==> src/sv/magma_pkg.sv <==
`default_nettype none
package magma_pkg;

  localparam int ROUNDS_DEF = 32;
  localparam int ROT_BITS   = 11;
  localparam int HALF_W     = 32;
  localparam int BLK_W      = 64;
  localparam int NKEY       = 8;
  localparam int KEY_IDX_W  = 4;
  localparam int KEY_SEL_W  = 3;

  localparam logic [3:0] SBOX [0:7][0:15] = '{
    '{4'd12, 4'd4, 4'd6, 4'd2, 4'd10, 4'd5, 4'd11, 4'd9,
      4'd14, 4'd8, 4'd13, 4'd7, 4'd0, 4'd3, 4'd15, 4'd1},
    '{4'd6, 4'd8, 4'd2, 4'd3, 4'd9, 4'd10, 4'd5, 4'd12,
      4'd1, 4'd14, 4'd4, 4'd7, 4'd11, 4'd13, 4'd0, 4'd15},
    '{4'd11, 4'd3, 4'd5, 4'd8, 4'd2, 4'd15, 4'd10, 4'd13,
      4'd14, 4'd1, 4'd7, 4'd4, 4'd12, 4'd9, 4'd6, 4'd0},
    '{4'd12, 4'd8, 4'd2, 4'd1, 4'd13, 4'd4, 4'd15, 4'd6,
      4'd7, 4'd0, 4'd10, 4'd5, 4'd3, 4'd14, 4'd9, 4'd11},
    '{4'd7, 4'd15, 4'd5, 4'd10, 4'd8, 4'd1, 4'd6, 4'd13,
      4'd0, 4'd9, 4'd3, 4'd14, 4'd11, 4'd4, 4'd2, 4'd12},
    '{4'd5, 4'd13, 4'd15, 4'd6, 4'd9, 4'd2, 4'd12, 4'd10,
      4'd11, 4'd7, 4'd8, 4'd1, 4'd4, 4'd3, 4'd14, 4'd0},
    '{4'd8, 4'd14, 4'd2, 4'd5, 4'd6, 4'd9, 4'd1, 4'd12,
      4'd15, 4'd4, 4'd11, 4'd0, 4'd13, 4'd10, 4'd3, 4'd7},
    '{4'd1, 4'd7, 4'd14, 4'd13, 4'd0, 4'd5, 4'd8, 4'd3,
      4'd4, 4'd15, 4'd10, 4'd6, 4'd9, 4'd12, 4'd11, 4'd2}
  };

  typedef struct packed {
    logic vld;
    logic dec;
  } magma_ctl_t;

  function automatic logic [HALF_W-1:0] subst(input logic [HALF_W-1:0] v);
    logic [HALF_W-1:0] r;
    r = '0;
    for (int n = 0; n < 8; n++) begin
      r[4*n +: 4] = SBOX[n][v[4*n +: 4]];
    end
    return r;
  endfunction

  function automatic logic [HALF_W-1:0] round_f(input logic [HALF_W-1:0] k,
                                                input logic [HALF_W-1:0] x);
    logic [HALF_W-1:0] s;
    s = subst(x + k);
    return {s[HALF_W-ROT_BITS-1:0], s[HALF_W-1:HALF_W-ROT_BITS]};
  endfunction

endpackage
`default_nettype wire

==> src/sv/magma_round.sv <==
`default_nettype none
module magma_round
  import magma_pkg::*;
(
  input  wire logic              clk,
  input  wire logic              rst_n,
  input  wire magma_ctl_t        up_ctl,
  input  wire logic [BLK_W-1:0]  up_blk,
  input  wire logic [HALF_W-1:0] up_key,
  output logic                   up_rdy,
  output magma_ctl_t             dn_ctl,
  output logic [BLK_W-1:0]       dn_blk,
  input  wire logic              dn_rdy
);

  logic             vld_r;
  logic             dec_r;
  logic [BLK_W-1:0] blk_r;
  logic [BLK_W-1:0] blk_nxt;

  // blk: {left, right}; new left = old right, new right = left ^ f(right)
  always_comb begin
    blk_nxt = {up_blk[HALF_W-1:0],
               up_blk[BLK_W-1:HALF_W] ^ round_f(up_key, up_blk[HALF_W-1:0])};
  end

  assign up_rdy = !vld_r || dn_rdy;

  always_ff @(posedge clk) begin
    if (!rst_n) begin
      vld_r <= 1'b0;
    end else if (up_rdy) begin
      vld_r <= up_ctl.vld;
    end
  end

  always_ff @(posedge clk) begin
    if (up_rdy && up_ctl.vld) begin
      blk_r <= blk_nxt;
      dec_r <= up_ctl.dec;
    end
  end

  assign dn_ctl = '{vld: vld_r, dec: dec_r};
  assign dn_blk = blk_r;

`ifndef SYNTH
  a_hold: assert property (@(posedge clk) disable iff (!rst_n)
    vld_r && !dn_rdy |=> vld_r && $stable(blk_r))
    else $error("stalled stage lost or changed its request");
  a_load: assert property (@(posedge clk) disable iff (!rst_n)
    up_ctl.vld && up_rdy |=> vld_r)
    else $error("accepted request not captured");
`endif

endmodule
`default_nettype wire

==> config.mk <==
export PLATFORM = sky130hd
export DESIGN_NAME = magma_round
export DESIGN_NICKNAME = d
export VERILOG_FILES = /design/src/sv/magma_pkg.sv /design/src/sv/magma_round.sv
export SDC_FILE = /design/constraint.sdc
export NUM_CORES = 1
export LEC_CHECK = 0
export BUFFER_PORTS_ARGS = -buffer_cell sky130_fd_sc_hd__buf_2
export CAP_MARGIN = 10
export CORE_MARGIN = 10
export CORE_UTILIZATION = 57
export DETAILED_ROUTE_END_ITERATION = 10
export PLACE_DENSITY_LB_ADDON = 0.12
export RECOVER_POWER = 50
export SLEW_MARGIN = 20
export SYNTH_ARGS = -nofsm -noshare
export SYNTH_HDL_FRONTEND = slang
export SYNTH_SLANG_ARGS = --single-unit
==> constraint.sdc <==
create_clock -name clk -period 10.5 [get_ports clk]
set_input_delay 2.1 -clock clk [delete_from_list [all_inputs] [get_ports clk]]
set_output_delay 2.1 -clock clk [all_outputs]
set_load 0.005 [all_outputs]
* Word-level counts from Yosys, hierarchy flattened
Memory sizes are Yosys's and may differ from the RTL's. Index checks and enable logic that the tools add are counted.
Cells by class: add/sub/neg operators 1, magnitude comparators 8, mux-type cells 16, bitwise logic cells 9, reduce and logical (&&, ||, !) cells 3
Operator list (count):
- 2-to-1 mux 4 bit | 16
- greater-or-equal comparator 5 bit, second input constant | 8
- inverter 4 -> 5 bit | 8
- adder 32 bit | 1
- XOR 32 bit | 1
- logical AND 1 bit | 1
- logical NOT 1 bit | 1
- logical OR 1 bit | 1
Storage, ports and cells: register bits 66, bits in read-only memories 512, bits of input ports 101, output and inout bits 67, word-level logic and storage cells 48, memories 8
Memory list:
- (name not given) | depth 16, width 4, read ports 1, clocked after memory_dff 0, write ports 0, RTL line magma_pkg.sv:40 | r[4*n +: 4] = SBOX[n][v[4*n +: 4]];
- (name not given) | depth 16, width 4, read ports 1, clocked after memory_dff 0, write ports 0, RTL line magma_pkg.sv:40
- (name not given) | depth 16, width 4, read ports 1, clocked after memory_dff 0, write ports 0, RTL line magma_pkg.sv:40
- (name not given) | depth 16, width 4, read ports 1, clocked after memory_dff 0, write ports 0, RTL line magma_pkg.sv:40
- (name not given) | depth 16, width 4, read ports 1, clocked after memory_dff 0, write ports 0, RTL line magma_pkg.sv:40
- (name not given) | depth 16, width 4, read ports 1, clocked after memory_dff 0, write ports 0, RTL line magma_pkg.sv:40
- +2 memories

* Logic depth before layout (Yosys ltp)
Gate-level depths: netlist of the first run.
depth in word-level cells 6, depth in mapped cells 15, gate-level depth less buffers 15

* Worst setup path before layout of the first run
No wires, ideal clock.
path type input-to-reg, start in up_blk[0], end reg blk_r[2] (netlist: dn_blk[2]) (data pin), setup time 0.258 ns, data arrival time 5.054 ns, data required time 10.242 ns, slack 5.188 ns, stages on the path 13, buffers on the path 0, path through ha_1 > inv_1 > fa_1 > nor2b_4 > o31a_1 > a221oi_2 > a211oi_1 > or2_2 > xor2_1 > inv_1 > ha_1 > mux4_2 > xnor2_1
On the way: word-level cells in the longest chain between the ends 6
RTL lines:
- start: declaration | RTL line magma_round.sv:8 | input wire logic [BLK_W-1:0] up_blk,
- adder 32 bit | RTL line magma_pkg.sv:48 | s = subst(x + k);
- inverter 4 -> 5 bit (not written as such) | RTL line magma_pkg.sv:40
- memory (16 x 4 bit)
- 2-to-1 mux 4 bit (not written as such) (2 in series) | RTL line magma_pkg.sv:40
- XOR 32 bit | RTL line magma_round.sv:24 | up_blk[BLK_W-1:HALF_W] ^ round_f(up_key, up_blk[HALF_W-1:0])};
- named net blk_nxt[2] | RTL line magma_round.sv:19 | logic [BLK_W-1:0] blk_nxt;
- end signal: assignment | RTL line magma_round.sv:39 | blk_r <= blk_nxt;
- end: declaration | RTL line magma_round.sv:18 | logic [BLK_W-1:0] blk_r;
The timed path passes the listed nets, and every way through them passes these cells. The select of a mux whose other input is x is not followed. A chain may end at the register's enable or synchronous reset.

* Worst setup path after layout of the first run
Ends and elaborated chain as after synthesis.

==> run metrics, run 1 <==
P_sw=337.6 uW; post-synthesis sequential area ratio=36.49%; CP Depth=14; largest net degree at the start of global routing=66; Place WS=4710 ps; Leak=2.758 nW; Startpoint Class=input port; wire length per cell=16.49 um; Hold Worst Slack=538.8 ps; combinational share of power=42.7%; max-slew violations=0; Reg2Reg Launch Point=vld_r; Max Buffers Root-to-Sink=2; top cell type by total area after synthesis=edfxtp_1; CTS resizes=0; fmax=0.1839 GHz; VDD IR max=98.91 uV; setup bufs post-CTS=0; worst setup path startpoint=up_blk[0]; endpoints failing hold=0; Initial Util=58.48%; via count=4293; CTS root buffer=clkbuf_8; Skew-Pair Late Insertion Delay=340 ps; initial antenna violation count=0; relative slew slack=44.75%; Seq pwr share=35.3%; type of the most critical hold path=reg2reg; RSZ-0062 raised after global routing=false; Total Power=1.020 mW; IO buf count=167; Syn-to-layout area delta=19.70%; first-pass GRT wire length=21260 um; layout cells sized above 1=19.58%; routability cong.=0.8533; Tightest Pin Transition=828.8 ps; max cap viols=0; most frequent cell after synthesis=ha_1; Main synth FF type=edfxtp_1; Die Span Y=117.4 um; Die ar.=13780 um2; Largest delay share family, worst path=compound AO/OA/AOI/OAI gates; CTS sink count=66; outcome=completed; fin crit period=5439 ps; final core occ=70.01%; Slowest cell on crit path=mux4_2; H-Tree Depth=3; Worst EP arrival=5530 ps; setup TNS=0 ps; Crit path required time=10590 ps; Seq cells post-synth=66; Worst R2R Setup Slack=8900 ps; Max FO, Critical Path=6; All-Layer GR Usage=18.35%; antenna-violating nets left=0; CP Cell Sequence=clkbuf_1 > ha_1 > inv_1 > fa_1 > nor2b_4 > o31a_1 > a221oi_2 > a211oi_1 > or2_2 > xor2_1 > inv_1 > ha_1 > mux4_2 > xnor2_1; Syn Nets=658; top-area cell type share of the netlist area=36.12%; CP endpoint kind=flop; P_int=681.9 uW; drt initial violations=280; CTS Hold Bufs=0; r2r worst-path depth=3; crit path capture=dn_blk[2]; Cell Pwr Density=157.6 nW/um2; CTS tree=yes; number of synthesized flops with an enable pin=65; Setup Skew=10.03 ps; synthesized instance count=488; final worst path period share=51.80%; count of yosys warnings during synthesis=0; Mean Syn Cell Area=11.07 um2; Yosys cell types=66; global route overflow=0; R2R Path End=dn_blk[4]; Clock power frac=22.0%; core area=9240 um2; CTS clock-pin slew for the worst setup and hold paths=70 ps; drt pass-1 iters=5; vias in the first global route=4344; Fill cells=772; chip width=117.4 um; final worst slack=5061 ps; Total Nets Final=830; CTS buffer count=9; total wire length=13080 um; Buf+Inv Stages, Crit Path=3; final setup vio count=0; # IOs=168; ys async rst share=0%; ANT cells=0; # DRC=0; via-per-instance ratio=5.414; Setup CP Type=in2reg; Sw Share=33.11%; crit-path max cell delay=470 ps; synthesized area=5404 um2; Post-synth top cells=ha_1, edfxtp_1, xnor2_1, inv_1, nand2_1; Synth area leaders=edfxtp_1, ha_1, xnor2_1; post-DP HPWL=10660 um; Cell Rows=35
-- worst reg2reg max path, stage by stage, from the launching register on --
cell and delay, ps:
dfxtp_1 310, nand2b_1 100, and2_2 140, buf_4 650
-- power groups by stage --
| stage | Sequential (mW) | Clock, mW | Combinational (mW) |
|---|---|---|---|
| 4_1_cts | 0.359 | 0.230 | 0.449 |
| 3_5_place_dp | 0.365 | 0 | 0.446 |
| 3_3_place_gp | 0.363 | 0 | 0.427 |
| 6_report | 0.360 | 0.224 | 0.436 |
| 5_1_grt | 0.364 | 0.239 | 0.487 |
| 2_1_floorplan | 0.372 | 0 | 0.314 |
-- state kept, by name, summed over array words and instances, names as in the netlist --
| name | flops |
|---|---|
| dn_blk | 64 |
| vld_r | 1 |
| dec_r | 1 |
-- routing by layer --
metal	up-vias	global-route usage [%]	share of wire (%)
met5	-	0	0
met3	18	5.659	7.1
met2	145	31.12	48
met4	0	5.243	1.8
li1	2150	-	-
met1	1980	21.79	43
-- cell families (layout without fill, tap and decap cells) --
logic type | count (synthesis) | after routing | synth area share, %
adder cells (fa/ha/maj) | 69 | 69 | 16.11
XOR/XNOR | 65 | 65 | 11.28
AND/OR/NAND/NOR | 99 | 99 | 9.169
buffers and inverters | 46 | 222 | 3.334
flip-flops | 66 | 66 | 36.49
multiplexers | 27 | 27 | 7.919
AO/OA/AOI/OAI | 116 | 116 | 15.70
-- layout make-up --
| type | count | area, um2 | area share (%) |
|---|---|---|---|
| clock buffers | 11 | 131.4 | 2.031 |
| clock inverters | 4 | 67.56 | 1.044 |
| multi-input cells | 376 | 3253 | 50.29 |
| repair buffers | 168 | 737.0 | 11.39 |
| flip-flops and latches | 66 | 1972 | 30.48 |
| inverters | 39 | 146.4 | 2.263 |
| well taps | 129 | 161.4 | 2.495 |
-- metrics by stage --
stage,cells,instance area [um2]
6_report,793,6469
5_1_grt,793,6469
4_1_cts,793,6575
3_5_place_dp,778,6376
3_3_place_gp,778,6376
2_1_floorplan,488,5404
-- worst min-delay path by stage --
stage                from  endpoint  slack [ps]  cells past startpoint
floorplan           vld_r     vld_r         520                      2
global placement    vld_r     vld_r         500                      2
detailed placement  vld_r     vld_r         520                      2
CTS                 vld_r     vld_r         530                      2
global route        vld_r     vld_r         570                      2
finish              vld_r     vld_r         540                      2
-- cell usage in the layout, fill, tap and decap left out, types with 3 or more instances in the layout --
master,synthesis,layout
clkbuf_1,5,86
buf_2,0,82
ha_1,68,68
edfxtp_1,65,65
xnor2_1,40,40
inv_1,39,39
nand2_1,28,28
o21ai_0,24,24
nor2_1,23,23
xor2_1,22,22
a21oi_1,21,21
a21o_1,14,14
mux2i_1,12,12
mux4_2,11,11
clkbuf_8,0,9
nand3_1,8,8
o211ai_1,8,8
and3_1,8,8
a31oi_1,6,6
and2_1,6,5
o21a_1,4,4
nor3_1,4,4
a21oi_2,4,4
a211oi_1,4,4
nand4_1,4,4
or3_1,4,4
nand2b_1,3,3
Note: power is estimated with default switching activity, not from simulation.
==> run 2: changes to the inputs <==
CORE_UTILIZATION = 48   (was 57)
clock period = 4.55 ns   (was 10.5 ns; I/O delays follow)
==> run metrics, run 2 (synthesis gave the netlist of run 1 again) <==
Max FO, Critical Path=7; vias in the first global route=4327; global route overflow=0; VDD IR max=248.1 uV; All-Layer GR Usage=16.17%; final worst slack=416.5 ps; CTS tree=yes; Max Buffers Root-to-Sink=2; Skew-Pair Late Insertion Delay=340 ps; setup TNS=0 ps; r2r worst-path depth=2; Startpoint Class=input port; # IOs=168; ANT cells=0; final setup vio count=0; drt pass-1 iters=4; leading cell type in the layout, fill and taps excluded=clkbuf_1; Hold Worst Slack=538.8 ps; max cap viols=0; Slowest cell on crit path=mux4_2; Place WS=52.09 ps; Leak=2.850 nW; Hold Crit Endpoint=vld_r; via-per-instance ratio=5.320; CTS buffer count=9; total wire length=13180 um; Die ar.=15900 um2; drt initial violations=282; outcome=completed; max reg flops=64; crit-path max cell delay=470 ps; post-DP HPWL=10780 um; Total Power=2.629 mW; layout cells sized above 1=20.90%; via count=4309; CTS sink count=66; placed instance area=6429 um2; final cell count without fillers=810; wire length per cell=16.27 um; setup bufs post-CTS=0; RSZ-0062 raised after global routing=false; relative slew slack=42.49%; R2R Path End=dn_blk[47]; fmax=0.2419 GHz; Tightest Pin Transition=862.7 ps; max-slew violations=0; CP endpoint kind=flop; Initial Util=49.42%; final core occ=60.92%; H-Tree Depth=3; largest net degree at the start of global routing=66; CTS root buffer=clkbuf_16; initial antenna violation count=0; Total Nets Final=835; fin crit period=4134 ps; routability cong.=0.8633; CTS Hold Bufs=0; Syn-to-layout area delta=23.27%; Worst EP arrival=4230 ps; first-pass GRT wire length=21200 um; hold-critical path depth=2; Cell Rows=38; final worst path period share=90.85%; hold wc startpoint=vld_r; Crit path required time=4640 ps; core area=10940 um2; CTS clock-pin slew for the worst setup and hold paths=50 ps; chip width=126.1 um; Cell Pwr Density=394.6 nW/um2; Setup Skew=3.355 ps; # DRC=0; Setup CP Type=in2reg; endpoints failing hold=0; CP Cell Sequence=clkbuf_1 > ha_1 > inv_1 > fa_1 > nor2b_4 > o31a_1 > a221oi_2 > a211oi_1 > or2_2 > a31oi_1 > xnor2_1 > inv_1 > ha_1 > mux4_2 > xnor2_1; most frequent cells in the layout=clkbuf_1, buf_2, ha_1; type of the most critical hold path=reg2reg; Post-Layout Inst Area=6661 um2; Worst R2R Setup Slack=3010 ps; Placed Cells incl. Taps=794; Reg2Reg Launch Point=vld_r; CTS resizes=0; Die Span Y=126.1 um; IO buf count=167; antenna-violating nets left=0
[run 2: changes by cell type in the layout (fill, tap and decap cells not counted), sizes merged]
cell      delta
clkbuf       +2
clkinv       -1
clkinvlp     +1
buf          +4
[run 2: worst max-delay path by stage]
stage	from	end	slack [ps]	depth (start not counted)
finish	up_blk[0]	dn_blk[7]	420	15
CTS	up_blk[0]	dn_blk[7]	400	15
global route	up_blk[0]	dn_blk[7]	120	15
global placement	up_blk[0]	dn_blk[7]	160	15
detailed placement	up_blk[0]	dn_blk[7]	50	15
floorplan	up_blk[0]	dn_blk[2]	430	13
[run 2: worst max-delay path: cells and delay by family]
kind,cells,cell delay [ps]
buffers and inverters,3,350
AOI/OAI and AO/OA,4,1020
muxes,1,470
xor gates and xnor gates,2,340
and+or+nand+nor,2,410
adders and majority gates,3,720
[run 2: per-layer routing]
metal	vias to the layer above	track usage (%)	part of all wire, %
li1	2173	-	-
met1	1992	20.34	46
met2	128	25.53	46
met3	16	4.446	5.9
met4	0	6.966	2.1
met5	-	0	0
[run 2: cell type report]
cell class              instances  area, um2
fillers                       974       4274
multi-input cells             376       3254
flip-flops and latches         66       1972
repair buffers                173      774.5
clock buffers                  12      266.5
well taps                     140      175.2
inverters                      39      146.4
clock inverters                 4      72.57
[run 2: where the power goes]
part           total [mW]  internal [mW]  switching [mW]
sequential          0.831          0.809          0.0223
clock               0.781          0.523           0.258
combinational        1.02          0.474           0.542
==> run 3: changes to the inputs <==
CELL_PAD_IN_SITES_DETAIL_PLACEMENT = 0   (was not set)
CELL_PAD_IN_SITES_GLOBAL_PLACEMENT = 2   (was not set)
CORE_UTILIZATION = 29   (was 48)
==> run metrics, run 3 (synthesis gave the netlist of run 1 again) <==
drt initial violations=171; Worst EP arrival=4160 ps; post-DP HPWL=12160 um; placed instance area=6555 um2; Largest delay share family, worst path=compound AO/OA/AOI/OAI gates; CTS buffer count=9; routability cong.=0.7535; fin crit period=4064 ps; antenna-violating nets left=0; endpoints failing hold=0; IO buf count=167; CTS clock-pin slew for the worst setup and hold paths=60 ps; type of the most critical hold path=reg2reg; total wire length=14990 um; CTS resizes=0; via count=4253; final setup vio count=0; Syn-to-layout area delta=24.54%; initial antenna violation count=1; # DRC=0; All-Layer GR Usage=12.18%; Max FO, Critical Path=4; setup TNS=0 ps; CTS tree=yes; Post-Layout Inst Area=6730 um2; CTS Hold Bufs=0; Setup CP Type=in2reg; Cell Rows=49; max cap viols=0; chip width=156.5 um; Setup Skew=4.867 ps; CTS root buffer=clkbuf_16; Slowest cell on crit path=mux4_1; # IOs=168; Max Buffers Root-to-Sink=2; Initial Util=29.78%; global route overflow=0; Skew-Pair Late Insertion Delay=340 ps; fmax=0.2461 GHz; vias in the first global route=4478; Die ar.=24490 um2; setup bufs post-CTS=0; ANT cells=0; Leak=2.820 nW; RSZ-0062 raised after global routing=false; gr busiest metal=met2; CP endpoint kind=flop; relative slew slack=38.27%; CTS sink count=66; first-pass GRT wire length=23670 um; H-Tree Depth=3; Die Span Y=156.5 um; layout cells sized above 1=20.68%; Buf+Inv Stages, Crit Path=3; leading cell type in the layout, fill and taps excluded=clkbuf_1; core area=18150 um2; final cell count without fillers=901; Cell Pwr Density=377.5 nW/um2; outcome=completed; max-slew violations=0; CP Cell Sequence=buf_2 > ha_1 > inv_1 > fa_1 > nor2b_4 > o31a_1 > a221oi_2 > buf_4 > nand2_2 > a311oi_2 > o21bai_1 > a21oi_2 > xnor2_1 > mux4_1 > xor2_1; max reg flops=64; drt pass-1 iters=4; met2 GRT Util=20.07%; Total Nets Final=837; wire length per cell=16.63 um; most frequent cells in the layout=clkbuf_1, buf_2, ha_1; final worst path period share=89.32%; grt met1 use=14.80%; Placed Cells incl. Taps=885; crit-path max cell delay=640 ps; met3 GRT Util=4.112%; Startpoint Class=input port; VDD IR max=166.5 uV; largest net degree at the start of global routing=66; Crit path required time=4650 ps; Tightest Pin Transition=926.0 ps; via-per-instance ratio=4.720
run 3: per-layer routing:
| layer | share of wire, % | vias up |
|---|---|---|
| li1 | - | 2174 |
| met1 | 45 | 1969 |
| met2 | 48 | 96 |
| met3 | 6.7 | 12 |
| met4 | 1.1 | 2 |
| met5 | 0.073 | - |
run 3: metrics by stage:
stage | setup slack (ps) | hold WS (ps) | total power, mW | utilization [%]
finish | 485.9 | 538.1 | 2.541 | 37.09
global route | 244.8 | 582.9 | 2.744 | 37.09
CTS | 494.2 | 541.8 | 2.617 | 37.69
detailed placement | 139.7 | 533.0 | 1.912 | 36.12
global placement | 187.0 | 507.5 | 1.886 | 36.12
floorplan | 428.5 | 520.5 | 1.583 | -
run 3: worst paths after layout:
| kind | from | end | slack [ps] | cells after the start |
|---|---|---|---|---|
| max | up_blk[0] | dn_blk[27] | 490 | 15 |
| min | vld_r | vld_r | 540 | 2 |
| max reg2reg | vld_r | dn_blk[27] | 2960 | 2 |
| min reg2reg | vld_r | vld_r | 540 | 2 |
run 3: worst min-delay path, stage by stage (launching register included):
cell and delay (ps):
dfxtp_1 310, nand2b_1 100, a21boi_0 80
run 3: layout make-up:
cell class / instances / area, um2
flip-flops and latches: 66 / 1972
clock inverters: 4 / 27.53
multi-input cells: 376 / 3254
fillers: 1902 / 11420
repair buffers: 175 / 787.0
well taps: 229 / 286.5
inverters: 39 / 146.4
clock buffers: 12 / 256.5
run 3: power by group:
| part | total (mW) | leakage (nW) | switching (mW) | internal [mW] |
|---|---|---|---|---|
| clock network | 0.683 | 0.131 | 0.285 | 0.398 |
| registers | 0.831 | 0.637 | 0.0228 | 0.809 |
| logic | 1.03 | 2.05 | 0.550 | 0.476 |
| total | 2.54 | 2.82 | 0.858 | 1.68 |
